[src/hw/rtl/gcb_pkg.sv]
// Shared types, constants and arctangent table for the bearing pipeline.
package gcb_pkg;

  localparam int CordicStepsDef = 24;

  // Full turn in coordinate units and the rounding offset added below the binary point.
  localparam logic [31:0] UnitsPerTurn = 32'd3600000000;
  localparam logic [31:0] HalfTurnUnits = 32'd1800000000;
  // floor(2^64 / UnitsPerTurn) - 2^32
  localparam logic [31:0] RecipFrac = 32'd829128280;
  localparam int ConvStages = 4;

  localparam logic signed [32:0] Q30One = 33'sd1073741824;
  localparam logic signed [32:0] GainQ30 = 33'sd652032874;

  localparam int RotW = 33;
  localparam int VecW = 36;

  typedef struct packed {
    logic signed [RotW-1:0] x;
    logic signed [RotW-1:0] y;
    logic signed [RotW-1:0] z;
    logic [1:0]             quad;
    logic                   zero;
  } rot_t;

  typedef struct packed {
    logic signed [VecW-1:0] u;
    logic signed [VecW-1:0] v;
    logic [31:0]            z;
    logic                   xzero;
    logic                   yneg;
  } vec_t;

  // atan(2^-i) as a binary angle, 2^32 = one turn
  function automatic logic [31:0] atan_at(input int i);
    logic [31:0] r;
    case (i)
      0: r = 32'd536870912;
      1: r = 32'd316933406;
      2: r = 32'd167458907;
      3: r = 32'd85004756;
      4: r = 32'd42667331;
      5: r = 32'd21354465;
      6: r = 32'd10679838;
      7: r = 32'd5340245;
      8: r = 32'd2670163;
      9: r = 32'd1335087;
      10: r = 32'd667544;
      11: r = 32'd333772;
      12: r = 32'd166886;
      13: r = 32'd83443;
      14: r = 32'd41722;
      15: r = 32'd20861;
      16: r = 32'd10430;
      17: r = 32'd5215;
      18: r = 32'd2608;
      19: r = 32'd1304;
      20: r = 32'd652;
      21: r = 32'd326;
      22: r = 32'd163;
      23: r = 32'd81;
      24: r = 32'd41;
      25: r = 32'd20;
      26: r = 32'd10;
      27: r = 32'd5;
      28: r = 32'd3;
      29: r = 32'd1;
      30: r = 32'd1;
      default: r = 32'd0;
    endcase
    return r;
  endfunction

endpackage

[src/hw/rtl/gcb_div_cell.sv]
// Coordinate to binary angle conversion: reciprocal multiply with a one-step correction.
module gcb_div_cell import gcb_pkg::*; (
  input  logic        clk_i,
  input  logic        en_i,
  input  logic [31:0] rem_i,  // reduced coordinate, 0..UnitsPerTurn-1
  output logic [31:0] quo_o   // rem_i * 2^32 / UnitsPerTurn, rounded half up
);

  logic [63:0] frac_d, frac_q, round_sum;
  logic [31:0] r1_q, est_d, est_q, est3_q, quo_d, quo_q;
  logic [1:0]  r2_q, r3_q;
  logic [33:0] back_d, back_q, num, rem;

  // r * 2^64/D = r * 2^32 + r * RecipFrac; the estimate is low by at most one
  assign frac_d    = {32'd0, rem_i} * {32'd0, RecipFrac};
  assign round_sum = frac_q + 64'h0000_0000_8000_0000;
  assign est_d     = r1_q + round_sum[63:32];
  // remainder lies in 0..2*D-1, so its low 34 bits are enough
  assign back_d    = {2'b00, est_q} * {2'b00, UnitsPerTurn};
  assign num       = {r3_q, 32'd0} + {2'b00, HalfTurnUnits};
  assign rem       = num - back_q;
  assign quo_d     = (rem >= {2'b00, UnitsPerTurn}) ? est3_q + 32'd1 : est3_q;

  always_ff @(posedge clk_i) begin
    if (en_i) begin
      frac_q <= frac_d;
      r1_q   <= rem_i;
      est_q  <= est_d;
      r2_q   <= r1_q[1:0];
      back_q <= back_d;
      est3_q <= est_q;
      r3_q   <= r2_q;
      quo_q  <= quo_d;
    end
  end

  assign quo_o = quo_q;

endmodule

[config.mk]
export PLATFORM = sky130hd
export DESIGN_NAME = gcb_div_cell
export DESIGN_NICKNAME = d
export VERILOG_FILES = /design/src/hw/rtl/gcb_pkg.sv /design/src/hw/rtl/gcb_div_cell.sv
export SDC_FILE = /design/constraint.sdc
export NUM_CORES = 2
export LEC_CHECK = 0
export ABC_AREA = 1
export BUFFER_PORTS_ARGS = -buffer_cell sky130_fd_sc_hd__clkbuf_2
export CAP_MARGIN = 20
export CORE_MARGIN = 5
export CORE_UTILIZATION = 35
export CTS_CLUSTER_DIAMETER = 120
export CTS_CLUSTER_SIZE = 40
export DETAILED_ROUTE_END_ITERATION = 8
export MAX_ROUTING_LAYER = met4
export PLACE_DENSITY = 0.58
export SYNTH_ARGS = -nofsm -noshare
export SYNTH_HDL_FRONTEND = slang
export SYNTH_SLANG_ARGS = --single-unit
[constraint.sdc]
create_clock -name clk_i -period 7.5 [get_ports clk_i]
set_input_delay 0.75 -clock clk_i [delete_from_list [all_inputs] [get_ports clk_i]]
set_output_delay 0.75 -clock clk_i [all_outputs]
set_load 0.005 [all_outputs]
==> metrics.md <==
| Metric | Value |
|---|---|
| Multi-input gate area | 21860 um^2 |
| WHS | about 0.41 ns |
| Yosys reg bits | around 180 |
| Kind of critical path | primary input to flop |
| Initial Util | 0.3522 |
| Post-CTS sizing | 0 |
| Share of Yosys cell area claimed by the top area cell type | 0.3010 |
| Worst Max-Slew Pin Slew | approximately 0.88 ns |
| Die height | approximately 310 um |
| CP arrival | ~7 ns |
| Achievable Freq | 0.1484 GHz |
| HP Start | est_q[27] |
| Post-Syn Nets | 4365 |
| Setup tns final | 0 ns |
| Root Buffer | clkbuf_16 |
| Vias in the first global route | 23220 |
| Final WL | around 87000 um |
| Worst min path class | flop to flop |
| Compound-cell area share of the yosys netlist | 0.05350 |
| Seq/Total Area, Yosys | 0.1775 |
| Max-slew violation count | 0 |
| Gr ovfl total | 0 |
| Reg clk slew, reported paths | 0.09 ns |
| Syn-to-layout area delta | 8.462% |
| Final #Nets | 4472 |
| Share of post-route cells with drive strength above 1 | 0.04910 |
| Fillcell total | between 9000 and 10000 |
| Main combinational cell family by area after synthesis | adder cells |
| Antenna viol nets, final | 0 |
| Die X | between 300 and 400 um |
| Crit start category | primary input |
| Register-to-register setup slack | between 1 and 1.5 ns |
| # setup viols final | 0 |
| RR Startpoint | est_q[0] |
| Mux cell area share after synthesis | 0 |
| Adder-Cell Fraction of Synth Area | 0.4775 |
| DRC viols | 0 |
| CP Capture Point | frac_q[39] |
| Hold Vio Cnt, Final | 0 |
| Die Area | between 90000 and 100000 um^2 |
| Reg2reg end | back_q[33] |
| Ports | 66 |
| Simple logic cell fraction of the synthesized area | 0.1220 |
| Crit path from | rem_i[11] |
| Final min period | slightly below 7 ns |
| Area contributors post-synth | fa_1 (30%), edfxtp_1 (18%), ha_1 (18%), inv_1 (12%), nand2_1 (5.5%) |
| Utilization after layout | 0.3820 |
| Port bufs | 65 |
| Num CTS Buffers | 17 |
| Worst-path maximum fanout | 7 |
| Status | complete, no violations |
| Register Area | between 5000 and 6000 um^2 |
| Via count | 21990 |
| Crit share post-route | 0.8984 |
| Reg2Reg Depth | 15 |
| Cts hold-fix bufs | 0 |
| Iteration-0 DRC Markers | between 1000 and 1500 |
| Worst skew pair latency | 0.51 ns |
| H-tree levels | 4 |
| Placer Congestion | between 0.9 and 1 |
| Syn Inst Count | 3424 |
| Syn Std Cell Area | ~31000 um^2 |
| Routed len/inst | roughly 19 um |
| Yosys Warn Count | 0 |
| Initial antenna violation count | 4 |
| Fraction of registers with async set/reset | 0 |
| Core Box Area | approximately 88000 um^2 |
| Vias per cell | 4.669 |
| DRT Pass-1 Iters | 6 |
| RSZ-0062 raised after global routing | false |
| FP Rows | between 100 and 150 |
| Sink Count | 184 |
| Post-Synth XOR/XNOR Area | 0.04924 |
| CTS Buffer Depth | 2 |
| Yosys cell types | around 50 |
| Max-Cap Viols | 0 |
| Cell taking the most area after synthesis | fa_1 |
| Clock Skews | 0.02027 ns |
| Mean Syn Cell Area | just over 9 um^2 |
| CTS tree | done |
| Worst EP required | between 7 and 8 ns |
| Largest net degree at the start of global routing | 65 |
| Crit path capture type | flop |
| Slew headroom | 0.4101 |
| EDFF count, synth | between 150 and 200 |
| First-pass GRT wire length | around 140000 um |
| Ys flop type | edfxtp_1 |
| GRT Overall Usage | 0.1929 |
| Postcts setup bufs | 0 |
| DP HPWL | about 78000 um |
-- Yosys cell counts (15+ instances only) --
| library cell | number |
|---|---|
| inv_1 | 959 |
| o21ai_0 | 69 |
| nor3_1 | 33 |
| nand4_1 | 67 |
| a31oi_1 | 15 |
| a21oi_1 | 136 |
| a21o_1 | 20 |
| nand2_1 | 458 |
| nor2_1 | 193 |
| edfxtp_1 | 184 |
| xor2_1 | 110 |
| fa_1 | 468 |
| nor4_1 | 18 |
| nand3_1 | 80 |
| xnor2_1 | 65 |
| ha_1 | 439 |
-- stage by stage --
stage	worst slack (ns)	instance area, um^2	std cells
floorplan	1.104	31130	3424
global placement	0.2808	33120	4677
detailed placement	0.2518	33120	4677
CTS	0.8332	33760	4709
global route	0.5014	33760	4710
finish	0.7623	33760	4710
-- layout make-up --
class | instances | share of cell area
tap | 1165 | 0.04318
clock inverter | 15 | 0.006152
inverter | 976 | 0.1085
sequential | 184 | 0.1637
timing repair buffer | 103 | 0.01835
clock buffer | 17 | 0.01260
multi-input combinational | 2249 | 0.6475
antenna | 1 | 0.00007412
-- layout by cell type, fill, tap and decap left out, types with 12 or more instances in the layout --
cell type	instances
a21o_1	20
a21oi_1	136
a31oi_1	15
buf_4	38
clkbuf_16	17
clkbuf_2	64
edfxtp_1	184
fa_1	468
ha_1	439
inv_1	959
inv_2	14
nand2_1	458
nand3_1	80
nand4_1	67
nor2_1	193
nor3_1	33
nor4_1	18
o21ai_0	69
o21bai_1	12
xnor2_1	65
xor2_1	110
-- flip-flops by register name (all words and copies together), names as in the netlist --
signal / count
back_q: 21
est3_q: 32
est_q: 32
frac_q: 31
quo_o: 32
r1_q: 32
r2_q: 2
r3_q: 2
-- per-layer routing --
metal | wire length [um] | track usage | share of wire | vias up
met3 | 4167 | 0.03310 | 0.048 | 110
met1 | 38900 | 0.2485 | 0.45 | 10630
met5 | 0 | - | 0 | -
li1 | - | - | - | 10840
met2 | 41750 | 0.3179 | 0.48 | 422
met4 | 2394 | 0.04981 | 0.027 | 0
-- worst min path at each step --
stage	to	cells after the start	slack, ns
3_5_place_dp	est3_q[27]	0	0.40
4_1_cts	est3_q[27]	0	0.41
6_report	est3_q[27]	0	0.41
2_1_floorplan	est3_q[24]	0	0.40
3_3_place_gp	r3_q[1]	0	0.40
5_1_grt	est3_q[27]	0	0.42
-- critical path, stage by stage --
cell      delay, ns
clkbuf_2       0.24
inv_1          0.18
fa_1           0.59
inv_1          0.08
fa_1           0.51
inv_1          0.06
fa_1           0.54
inv_1          0.08
fa_1           0.50
inv_1          0.05
fa_1           0.47
inv_1          0.05
fa_1           0.50
fa_1           0.44
ha_1           0.33
nand2_1        0.10
nor2_1         0.14
inv_1          0.07
nor2_1         0.12
inv_1          0.05
nor3_1         0.33
a21oi_1        0.21
nor2_1         0.15
nor2_1         0.08
xnor2_1        0.37
-- cells by family (layout without fill, tap and decap cells) --
kind of cell | count (synthesis) | count (layout)
compound gates | 290 | 290
fa+ha+maj | 907 | 907
xor+xnor | 175 | 175
buf+inv | 991 | 1111
flops | 184 | 184
other cells | 0 | 1
simple gates | 877 | 877
Power is not shown: default switching activity piles up to over one toggle a cycle in this logic, so the estimate is an artifact.
