### src/hw/rtl/gcb_pkg.sv
// Shared types, constants and arctangent table for the bearing pipeline.
package gcb_pkg;

  localparam int CordicStepsDef = 24;

  // Full turn in coordinate units and the rounding offset added below the binary point.
  localparam logic [31:0] UnitsPerTurn = 32'd3600000000;
  localparam logic [31:0] HalfTurnUnits = 32'd1800000000;
  // floor(2^64 / UnitsPerTurn) - 2^32
  localparam logic [31:0] RecipFrac = 32'd829128280;
  localparam int ConvStages = 4;

  localparam logic signed [32:0] Q30One = 33'sd1073741824;
  localparam logic signed [32:0] GainQ30 = 33'sd652032874;

  localparam int RotW = 33;
  localparam int VecW = 36;

  typedef struct packed {
    logic signed [RotW-1:0] x;
    logic signed [RotW-1:0] y;
    logic signed [RotW-1:0] z;
    logic [1:0]             quad;
    logic                   zero;
  } rot_t;

  typedef struct packed {
    logic signed [VecW-1:0] u;
    logic signed [VecW-1:0] v;
    logic [31:0]            z;
    logic                   xzero;
    logic                   yneg;
  } vec_t;

  // atan(2^-i) as a binary angle, 2^32 = one turn
  function automatic logic [31:0] atan_at(input int i);
    logic [31:0] r;
    case (i)
      0: r = 32'd536870912;
      1: r = 32'd316933406;
      2: r = 32'd167458907;
      3: r = 32'd85004756;
      4: r = 32'd42667331;
      5: r = 32'd21354465;
      6: r = 32'd10679838;
      7: r = 32'd5340245;
      8: r = 32'd2670163;
      9: r = 32'd1335087;
      10: r = 32'd667544;
      11: r = 32'd333772;
      12: r = 32'd166886;
      13: r = 32'd83443;
      14: r = 32'd41722;
      15: r = 32'd20861;
      16: r = 32'd10430;
      17: r = 32'd5215;
      18: r = 32'd2608;
      19: r = 32'd1304;
      20: r = 32'd652;
      21: r = 32'd326;
      22: r = 32'd163;
      23: r = 32'd81;
      24: r = 32'd41;
      25: r = 32'd20;
      26: r = 32'd10;
      27: r = 32'd5;
      28: r = 32'd3;
      29: r = 32'd1;
      30: r = 32'd1;
      default: r = 32'd0;
    endcase
    return r;
  endfunction

endpackage

### src/hw/rtl/gcb_vec_cell.sv
// One CORDIC vectoring step for atan2.
module gcb_vec_cell import gcb_pkg::*; #(
  parameter int STEP = 0
) (
  input  logic clk_i,
  input  logic en_i,
  input  vec_t d_i,
  output vec_t q_o
);

  localparam logic [31:0] Atan = atan_at(STEP);

  vec_t cell_d, cell_q;

  always_comb begin
    cell_d = d_i;
    if (d_i.v > 0) begin
      cell_d.u = d_i.u + (d_i.v >>> STEP);
      cell_d.v = d_i.v - (d_i.u >>> STEP);
      cell_d.z = d_i.z + Atan;
    end else begin
      cell_d.u = d_i.u - (d_i.v >>> STEP);
      cell_d.v = d_i.v + (d_i.u >>> STEP);
      cell_d.z = d_i.z - Atan;
    end
  end

  always_ff @(posedge clk_i) begin
    if (en_i) begin
      cell_q <= cell_d;
    end
  end

  assign q_o = cell_q;

endmodule

### config.mk
export PLATFORM = sky130hd
export DESIGN_NAME = gcb_vec_cell
export DESIGN_NICKNAME = d
export VERILOG_FILES = /design/src/hw/rtl/gcb_pkg.sv /design/src/hw/rtl/gcb_vec_cell.sv
export SDC_FILE = /design/constraint.sdc
export NUM_CORES = 1
export LEC_CHECK = 0
export ABC_AREA = 1
export ABC_CLOCK_PERIOD_IN_PS = 6600
export BUFFER_PORTS_ARGS = -buffer_cell sky130_fd_sc_hd__buf_2
export CAP_MARGIN = 20
export CORE_MARGIN = 8
export CORE_UTILIZATION = 30
export CTS_CLUSTER_SIZE = 16
export DETAILED_ROUTE_END_ITERATION = 12
export GPL_TIMING_DRIVEN = 0
export PLACE_DENSITY = 0.58
export SLEW_MARGIN = 20
export SYNTH_ARGS = -nofsm -noshare
export SYNTH_HDL_FRONTEND = slang
export SYNTH_SLANG_ARGS = --single-unit
### constraint.sdc
create_clock -name clk_i -period 6.6 [get_ports clk_i]
set_input_delay 0.66 -clock clk_i [delete_from_list [all_inputs] [get_ports clk_i]]
set_output_delay 0.66 -clock clk_i [all_outputs]
set_load 0.02 [all_outputs]
==> flow_summary.toml, run 1 <==
[status]
outcome = "finished, final reports clean"

[clocking]
h-tree-depth = 3
ctsRootBufferMaster = "clkbuf_16"
holdBufCountCts = 0
cts.sinks = 105
cts_max_path_buffers = 2
cts_inserted_buffers = 9
cts.clk_slew.worst_paths_ns = 0.08
cts_resized = 0
cts_tree = "done"
postCtsSetupBuffers = 0

[die]
pin_count = 214
die_y_um = 209
start_util_pct = 30.4
row_count = 70
die_area_um2 = 43500
core_area_um2 = 36600
fp.dieW_um = 209

[logic_synthesis]
netlist_area_um2 = 11100
ys_warn_count = 0
yosysSeqAreaShare_pct = 28.3
netlist_instances = 1664
synth_fp_nets = 1885
ys_types = 38
ys_ff_latch = 105
synth_area_per_cell_um2 = 6.69

[pwr]
switching_share_pct = 43.2
internal-power_uw = 1430
power.density_nw_per_um2 = 192
combPwrFrac_pct = 43.2
ir_drop_uv = 117
clkPwrFrac_pct = 22.6
seqPwrFrac_pct = 34.2
power_uw = 2520
p_sw_uw = 1090
p_leak_uw = 0.00667

[place]
post-place-ws_ns = 2.96
portBuffers = 213
place_hpwl_um = 40600
placed_cell_area_um2 = 12800
place.gp.congestion = 0.988

[sta]
post-route-period-util_pct = 49.5
worst_pin_slew_ns = 0.933
max-slew-margin-rel_pct = 37.8
fin_crit_ns = 3.26
fin_tns_setup_ns = 0
setup_ws_ns = 3.34
rsz0062_at_grt = "no"
setup_viol = 0
fmax_mhz = 306
final_hold_viol_count = 0
maxSlewViolCount = 0

[grt]
grt_max_degree = 82
grt_remaining_overflow = 0
grt_usage_pct = 21.2
grt_pass1_wl_um = 70200
first_global_vias = 11532
antenna_found_initial = 1

[route]
firstDrtPassIters = 6
initialDrtViolationCount = 1044
drtAntennaViolNets = 0
routedWlPerCell_um = 20.0
via_count = 11886
wirelength_um = 47200
post-route-drc-count = 0
vias_per_cell = 5.03

[setup_path]
worst-setup-path-type = "input port to flop"
end_kind = "flop"
cp_max_fo = 10
critPathLaunchType = "input port"
required_ns = 6.72
worstPathArrival_ns = 3.39

[layout]
final_nets = 2110
final_area_um2 = 13100
drive_above_1_share_pct = 16.3
largest_reg_flops = 105
diodes = 0
syn2layout_area_growth_pct = 17.9

[worst_hold_path]
holdPathEnd = "q_o[30]"
hold_depth = 1
hp-start = "d_i[30]"
hold_path.class = "input port to flop"

[job]
maxCapViolCount = 0
-- cells in the mapped netlist (all sizes together) --
cell	instances	share of area [%]
o21ai	100	4.5
and3	1	0.056
xor2	40	3.1
nor3b	1	0.11
nor2	157	5.7
clkbuf	3	0.10
o21a	2	0.13
ha	109	12
edfxtp	105	28
or2	4	0.22
a21boi	1	0.10
o21bai	10	0.67
nand2	497	17
fa	4	0.72
xnor2	1	0.079
nor3	20	0.94
a31oi	2	0.11
nor4	1	0.056
and2	1	0.056
buf	41	2.5
o211ai	5	0.34
a21o	11	0.74
nand3	159	7.3
inv	245	8.3
a21oi	128	5.8
nand4	16	0.90
-- worst max-delay path by stage --
stage          startpoint      end  slack, ns  depth (start not counted)
2_1_floorplan     d_i[35]  q_o[33]       4.07                         13
3_3_place_gp      d_i[35]  q_o[33]       2.96                         14
3_5_place_dp      d_i[35]  q_o[33]       2.96                         14
4_1_cts           d_i[35]  q_o[33]       3.34                         14
5_1_grt           d_i[35]  q_o[33]       3.24                         14
6_report          d_i[35]  q_o[33]       3.34                         14
-- per-stage QoR --
step	util (%)	instances	hold WS [ns]
2_1_floorplan	-	1664	0.759
3_3_place_gp	34.9	2345	0.838
3_5_place_dp	35.0	2346	0.839
4_1_cts	35.9	2362	0.445
5_1_grt	35.9	2362	0.453
6_report	35.9	2362	0.464
-- power groups by stage --
stage | Sequential (µW) | Clock [µW] | Combinational, µW
finish | 862 | 571 | 1090
global route | 870 | 609 | 1190
CTS | 863 | 591 | 1080
detailed placement | 878 | 0 | 1070
global placement | 878 | 0 | 1060
floorplan | 987 | 0 | 555
-- cell usage in the layout, fill, tap and decap left out, types with 2 or more instances in the layout --
master,n
xor2_1,40
ha_1,109
buf_4,26
nand3_2,3
a31oi_1,2
o21bai_1,10
nand3_1,156
nand2_2,7
inv_1,240
nand2_1,490
clkbuf_16,9
o21a_1,2
inv_2,5
a21oi_2,2
a21o_1,11
nor2_1,143
buf_6,2
or2_2,3
o211ai_1,5
nand4_1,16
buf_2,226
fa_1,4
a21oi_1,126
clkbuf_1,3
o21ai_1,9
nor2_2,13
nor3_1,19
edfxtp_1,105
clkinv_8,3
o21ai_0,90
-- logic make-up (layout without fill, tap and decap cells) --
kind of cell	count (synthesis)	after routing	synth area share [%]
buf+inv	289	519	10.8
compound gates	259	259	12.5
xor+xnor	41	41	3.23
simple gates	857	857	32.2
flops	105	105	28.3
fa+ha+maj	113	113	13.0
-- final cells by class --
cell class	count	area, µm²
fill	4068	23500
multi-input combinational	1270	6770
sequential	105	3150
timing repair buffer	214	1100
inverter	245	920
tap	468	586
buffer	44	288
clock buffer	9	225
clock inverter	7	85.1
-- critical path: stages --
cell and delay (ns):
buf_2 0.13, inv_1 0.35, nand4_1 0.18, nor3_1 0.34
nand2_1 0.21, nor2_1 0.24, nor2_1 0.13, inv_1 0.08
buf_2 0.22, buf_4 0.25, fa_1 0.21, xor2_1 0.17
xor2_1 0.15, inv_1 0.05
-- per-layer routing --
layer | global-route usage (%) | up-vias | part of all wire (%)
li1 | - | 5821 | -
met1 | 30.5 | 5580 | 48
met2 | 33.4 | 437 | 43
met3 | 2.48 | 48 | 6.7
met4 | 4.93 | 0 | 1.9
met5 | 0 | - | 0
(Power assumes the default switching activity.)
==> run 2, diff against run 1 <==
Settings changed: ABC_CLOCK_PERIOD_IN_PS 6600 to 2700, PLACE_DENSITY 0.58 to 0.59.
Clock period 6.6 ns to 2.7 ns, I/O delays scaled along.
==> run 2 against run 1 <==
  * Setup slack worse by 3.2 ns
  * Total power is 150% higher
  * Hold slack worse by 0.40 ns
  * Critical path type unchanged
  * Largest cell class unchanged
  * Critical endpoint unchanged
  * Highest routed layer unchanged
==> flow_summary.toml, run 2 (synthesis results as in run 1) <==
[clocking]
cts_tree = "done"
cts_max_path_buffers = 2
cts.clk_slew.worst_paths_ns = 0.10
h-tree-depth = 3
ctsRootBufferMaster = "clkbuf_16"
cts_inserted_buffers = 9
holdBufCountCts = 0
cts.sinks = 105

[setup_path]
worstPathArrival_ns = 2.70
required_ns = 2.82
end_kind = "flop"
cp_max_fo = 10
worst-setup-path-type = "input port to flop"
critPathLaunchType = "input port"

[layout]
syn2layout_area_growth_pct = 18.5
final_nets = 2113
drive_above_1_share_pct = 16.7
layout_common_cells = "nand2_1 (490), inv_1 (239), buf_2 (226)"
diodes = 0
largest_reg_flops = 105
final_area_um2 = 13200
n_fill_cell = 4011
final_common_cell = "nand2_1"

[sta]
holdWs_ns = 0.0603
fin_crit_ns = 2.58
maxSlewViolCount = 0
fin_tns_setup_ns = 0
final_hold_viol_count = 0
max-slew-margin-rel_pct = 38.6
fmax_mhz = 388
setup_ws_ns = 0.122
setup_viol = 0
worst_pin_slew_ns = 0.921
post-route-period-util_pct = 95.5

[route]
initialDrtViolationCount = 1043
via_count = 11833
drtAntennaViolNets = 0
top_layer = "met4"
routedWlPerCell_um = 19.6
vias_per_cell = 5.00
wl_met2_um = 20300
post-route-drc-count = 0
met3_wirelength_um = 3770
wirelength_um = 46400
wl_met1_um = 21200
firstDrtPassIters = 6

[place]
place.gp.congestion = 0.988
place_hpwl_um = 39800
placed_cell_area_um2 = 12800
portBuffers = 213
post-place-ws_ns = -0.545

[grt]
grt_usage_pct = 20.7
grt_remaining_overflow = 0
grt_pass1_wl_um = 68400
antenna_found_initial = 0
grt_max_degree = 79
first_global_vias = 11549

[die]
die_area_um2 = 43500
core_area_um2 = 36600
fp.dieW_um = 209
die_y_um = 209
pin_count = 214
row_count = 70
start_util_pct = 30.4

[pwr]
p_leak_uw = 0.00670
power_uw = 6220
power.density_nw_per_um2 = 471
ir_drop_uv = 292

[status]
outcome = "finished, final reports clean"

[worst_hold_path]
hold_path.class = "input port to flop"
hold_depth = 1

[job]
maxCapViolCount = 0
## run 2: changes by cell type in the layout (fill, tap and decap cells not counted), sizes merged
cell    previous run  this run
bufinv             0         1
buf              255       258
clkinv             4         3
## run 2: final timing paths
path,start,endpoint,slack (ns)
worst max-delay path,d_i[34],q_o[33],0.12
worst min-delay path,d_i[9],q_o[9],0.06
## run 2: area by class of cell
| type | instances | area (µm²) | share of cell area (%) |
|---|---|---|---|
| repair buffers | 217 | 1130 | 8.60 |
| clock buffers | 9 | 225 | 1.71 |
| flip-flops and latches | 105 | 3150 | 23.9 |
| inverters | 245 | 923 | 7.00 |
| plain buffers | 44 | 288 | 2.18 |
| clock inverters | 7 | 95.1 | 0.721 |
| multi-input cells | 1270 | 6790 | 51.5 |
| well taps | 468 | 586 | 4.44 |
## run 2: critical path, cell delays in order
cell,delay (ns)
buf_2,0.12
inv_1,0.16
nand3_2,0.19
nor3_2,0.28
nand2_1,0.19
nor2_1,0.25
nor2_2,0.10
inv_1,0.07
buf_2,0.23
buf_4,0.25
fa_1,0.21
xor2_1,0.17
xor2_1,0.15
inv_1,0.05
## run 2: per-layer routing
metal | global-route usage, % | up-vias
met4 | 5.78 | 0
met5 | 0 | -
met2 | 32.7 | 432
met1 | 28.4 | 5540
met3 | 3.83 | 40
li1 | - | 5821
## run 2: repair_timing
item | in CTS | in global routing
setup buffers | 2 | 1
setup endpoints to repair | 2 | 12
resized for setup | 2 | 4
## run 2: power by group
| group | switching, µW | internal [µW] |
|---|---|---|
| logic | 1860 | 792 |
| registers | 47.4 | 2050 |
| clock network | 719 | 750 |
## run 2: metrics by stage
step | cells | util (%)
final | 2365 | 36.0
after global routing | 2365 | 36.0
after CTS | 2364 | 36.0
after detailed placement | 2346 | 35.0
after global placement | 2345 | 34.9
after floorplan | 1664 | -
==> run 3, diff against run 2 <==
Settings changed: ABC_AREA 1 to 0, HOLD_SLACK_MARGIN set to 0.02, PLACE_DENSITY 0.59 to 0.6, SLEW_MARGIN 20 to not set.
==> run 3 against run 2 <==
  * Final cell count shrank 28%
  * Cell area decreased by 6.0%
  * Critical path depth fell by 2
  * Critical path type unchanged
==> flow_summary.toml, run 3 <==
[status]
outcome = "finished, final reports clean"

[worst_hold_path]
hold_path.class = "input port to flop"
hold_depth = 1
holdPathEnd = "q_o[19]"
hp-start = "d_i[19]"

[grt]
first_global_vias = 8974
grt_usage_pct = 18.3
grt_remaining_overflow = 0
grt_pass1_wl_um = 52200
grt_max_degree = 70
antenna_found_initial = 4

[sta]
setup_ws_ns = 0.0182
final_hold_viol_count = 0
fin_crit_ns = 2.68
worst_pin_slew_ns = 0.923
maxSlewViolCount = 0
post-route-period-util_pct = 99.3
rsz0062_at_grt = "yes"
max-slew-margin-rel_pct = 38.5
setup_viol = 0
fmax_mhz = 373
holdWs_ns = 0.0717
fin_tns_setup_ns = 0

[layout]
syn2layout_area_growth_pct = 32.2
layout_common_cells = "buf_2 (211), edfxtp_1 (105), ha_1 (99)"
final_common_cell = "buf_2"
final_nets = 1524
drive_above_1_share_pct = 31.4
final_area_um2 = 12400
largest_reg_flops = 105

[logic_synthesis]
synth_area_leaders = "edfxtp_1 (34%), ha_1 (15%), a21oi_1 (5.8%)"
synth.most_common_cell = "ha_1"
ys_warn_count = 0
synth_ff_type = "edfxtp_1"
ys_types = 73
synth_top_cell_by_area = "edfxtp_1"
synth_area_per_cell_um2 = 8.93
netlist_instances = 1051
synth_top_area_share_pct = 33.6
yosysSeqAreaShare_pct = 33.6
synth_common_cells = "ha_1 (109), a21oi_1 (108), edfxtp_1 (105), inv_1 (98), nor2_1 (84)"
synthArstFlopShare_pct = 0
synth-edff-count = 105
synth_fp_nets = 1272
ys_ff_latch = 105
netlist_area_um2 = 9380

[pwr]
p_leak_uw = 0.00534
power.density_nw_per_um2 = 501
power_uw = 6210
ir_drop_uv = 314

[place]
place.gp.congestion = 0.921
placed_cell_area_um2 = 11100
place_hpwl_um = 28100
post-place-ws_ns = -1.54
portBuffers = 213

[route]
firstDrtPassIters = 5
post-route-drc-count = 0
vias_per_cell = 5.31
routedWlPerCell_um = 20.9
via_count = 9062
wirelength_um = 35600
initialDrtViolationCount = 597
drtAntennaViolNets = 0

[die]
start_util_pct = 30.6
pin_count = 214
row_count = 64
die_area_um2 = 37200
core_area_um2 = 30700
die_y_um = 193
fp.dieW_um = 193

[setup_path]
critPathLaunchType = "input port"
worst-setup-path-type = "input port to flop"
end_kind = "flop"
cp_max_fo = 7
cp-startpoint = "d_i[42]"
worstPathArrival_ns = 2.86
required_ns = 2.87

[clocking]
cts.clk_slew.worst_paths_ns = 0.08
cts_max_path_buffers = 2
cts_tree = "done"
h-tree-depth = 3
cts.sinks = 105
ctsRootBufferMaster = "clkbuf_16"
cts_inserted_buffers = 9

[job]
maxCapViolCount = 0
==> run 3: changes by cell type in the layout (fill, tap and decap cells not counted), moves of 36 or more <==
cell and delta:
a21oi_1 -36, inv_1 -152, nand2_1 -442, nand3_1 -143, nor2_1 -62, xnor2_1 +56
==> run 3: area by class of cell <==
| cell class | count | area (µm²) |
|---|---|---|
| tap | 396 | 495 |
| buffer | 46 | 282 |
| clock buffer | 9 | 225 |
| clock inverter | 7 | 88.8 |
| sequential | 105 | 3150 |
| fill | 3086 | 18300 |
| multi-input combinational | 796 | 6350 |
| inverter | 100 | 393 |
| timing repair buffer | 245 | 1410 |
| antenna | 2 | 5.00 |
==> run 3: routing by layer <==
metal	global-route usage, %	share of wire [%]	vias to the layer above
li1	-	-	4295
met1	23.8	43	4297
met2	29.6	45	402
met3	4.14	8.5	60
met4	5.73	2.7	8
met5	0	0.12	-
==> run 3: kinds of logic after synthesis <==
logic type,after synthesis,synth area share (%)
AOI/OAI and AO/OA,344,23.5
xor gates and xnor gates,71,6.63
adders and majority gates,113,15.4
and+or+nand+nor,252,12.9
DFF,105,33.6
muxes,16,1.71
buffers and inverters,150,6.27
==> run 3: power by group <==
group | switching, µW | internal (µW)
registers | 53.2 | 2100
logic | 1650 | 974
clock network | 692 | 740
total | 2400 | 3820
==> run 3: worst max path at each step <==
stage | endpoint | slack (ns) | cells past startpoint
after global routing | q_o[105] | -0.04 | 12
after floorplan | q_o[69] | -0.05 | 12
after global placement | q_o[33] | -1.48 | 11
after CTS | q_o[99] | -0.02 | 13
final | q_o[105] | 0.02 | 12
after detailed placement | q_o[33] | -1.54 | 11
==> run 3: repair_timing <==
item / in CTS / in global routing
endpoints found under the setup margin: 70 / 33
pin swaps: 38 / 50
buffers inserted: 24 / 7
hold buffers: 0 / 0
resized for setup: 127 / 87
==> run 3: stage by stage <==
| step | cells | utilization, % |
|---|---|---|
| after floorplan | 1051 | - |
| after global placement | 1660 | 35.9 |
| after detailed placement | 1661 | 36.0 |
| after CTS | 1699 | 39.1 |
| after global routing | 1704 | 40.4 |
| final | 1706 | 40.4 |
==> run 3: worst max-delay path, cell delays in order <==
cell	delay (ns)
buf_12	0.10
inv_12	0.03
ha_4	0.25
or3_4	0.33
or4_4	0.43
a21oi_4	0.21
o31ai_4	0.14
o21ai_2	0.24
a21oi_4	0.14
o311ai_4	0.30
a22oi_1	0.12
xnor2_1	0.27
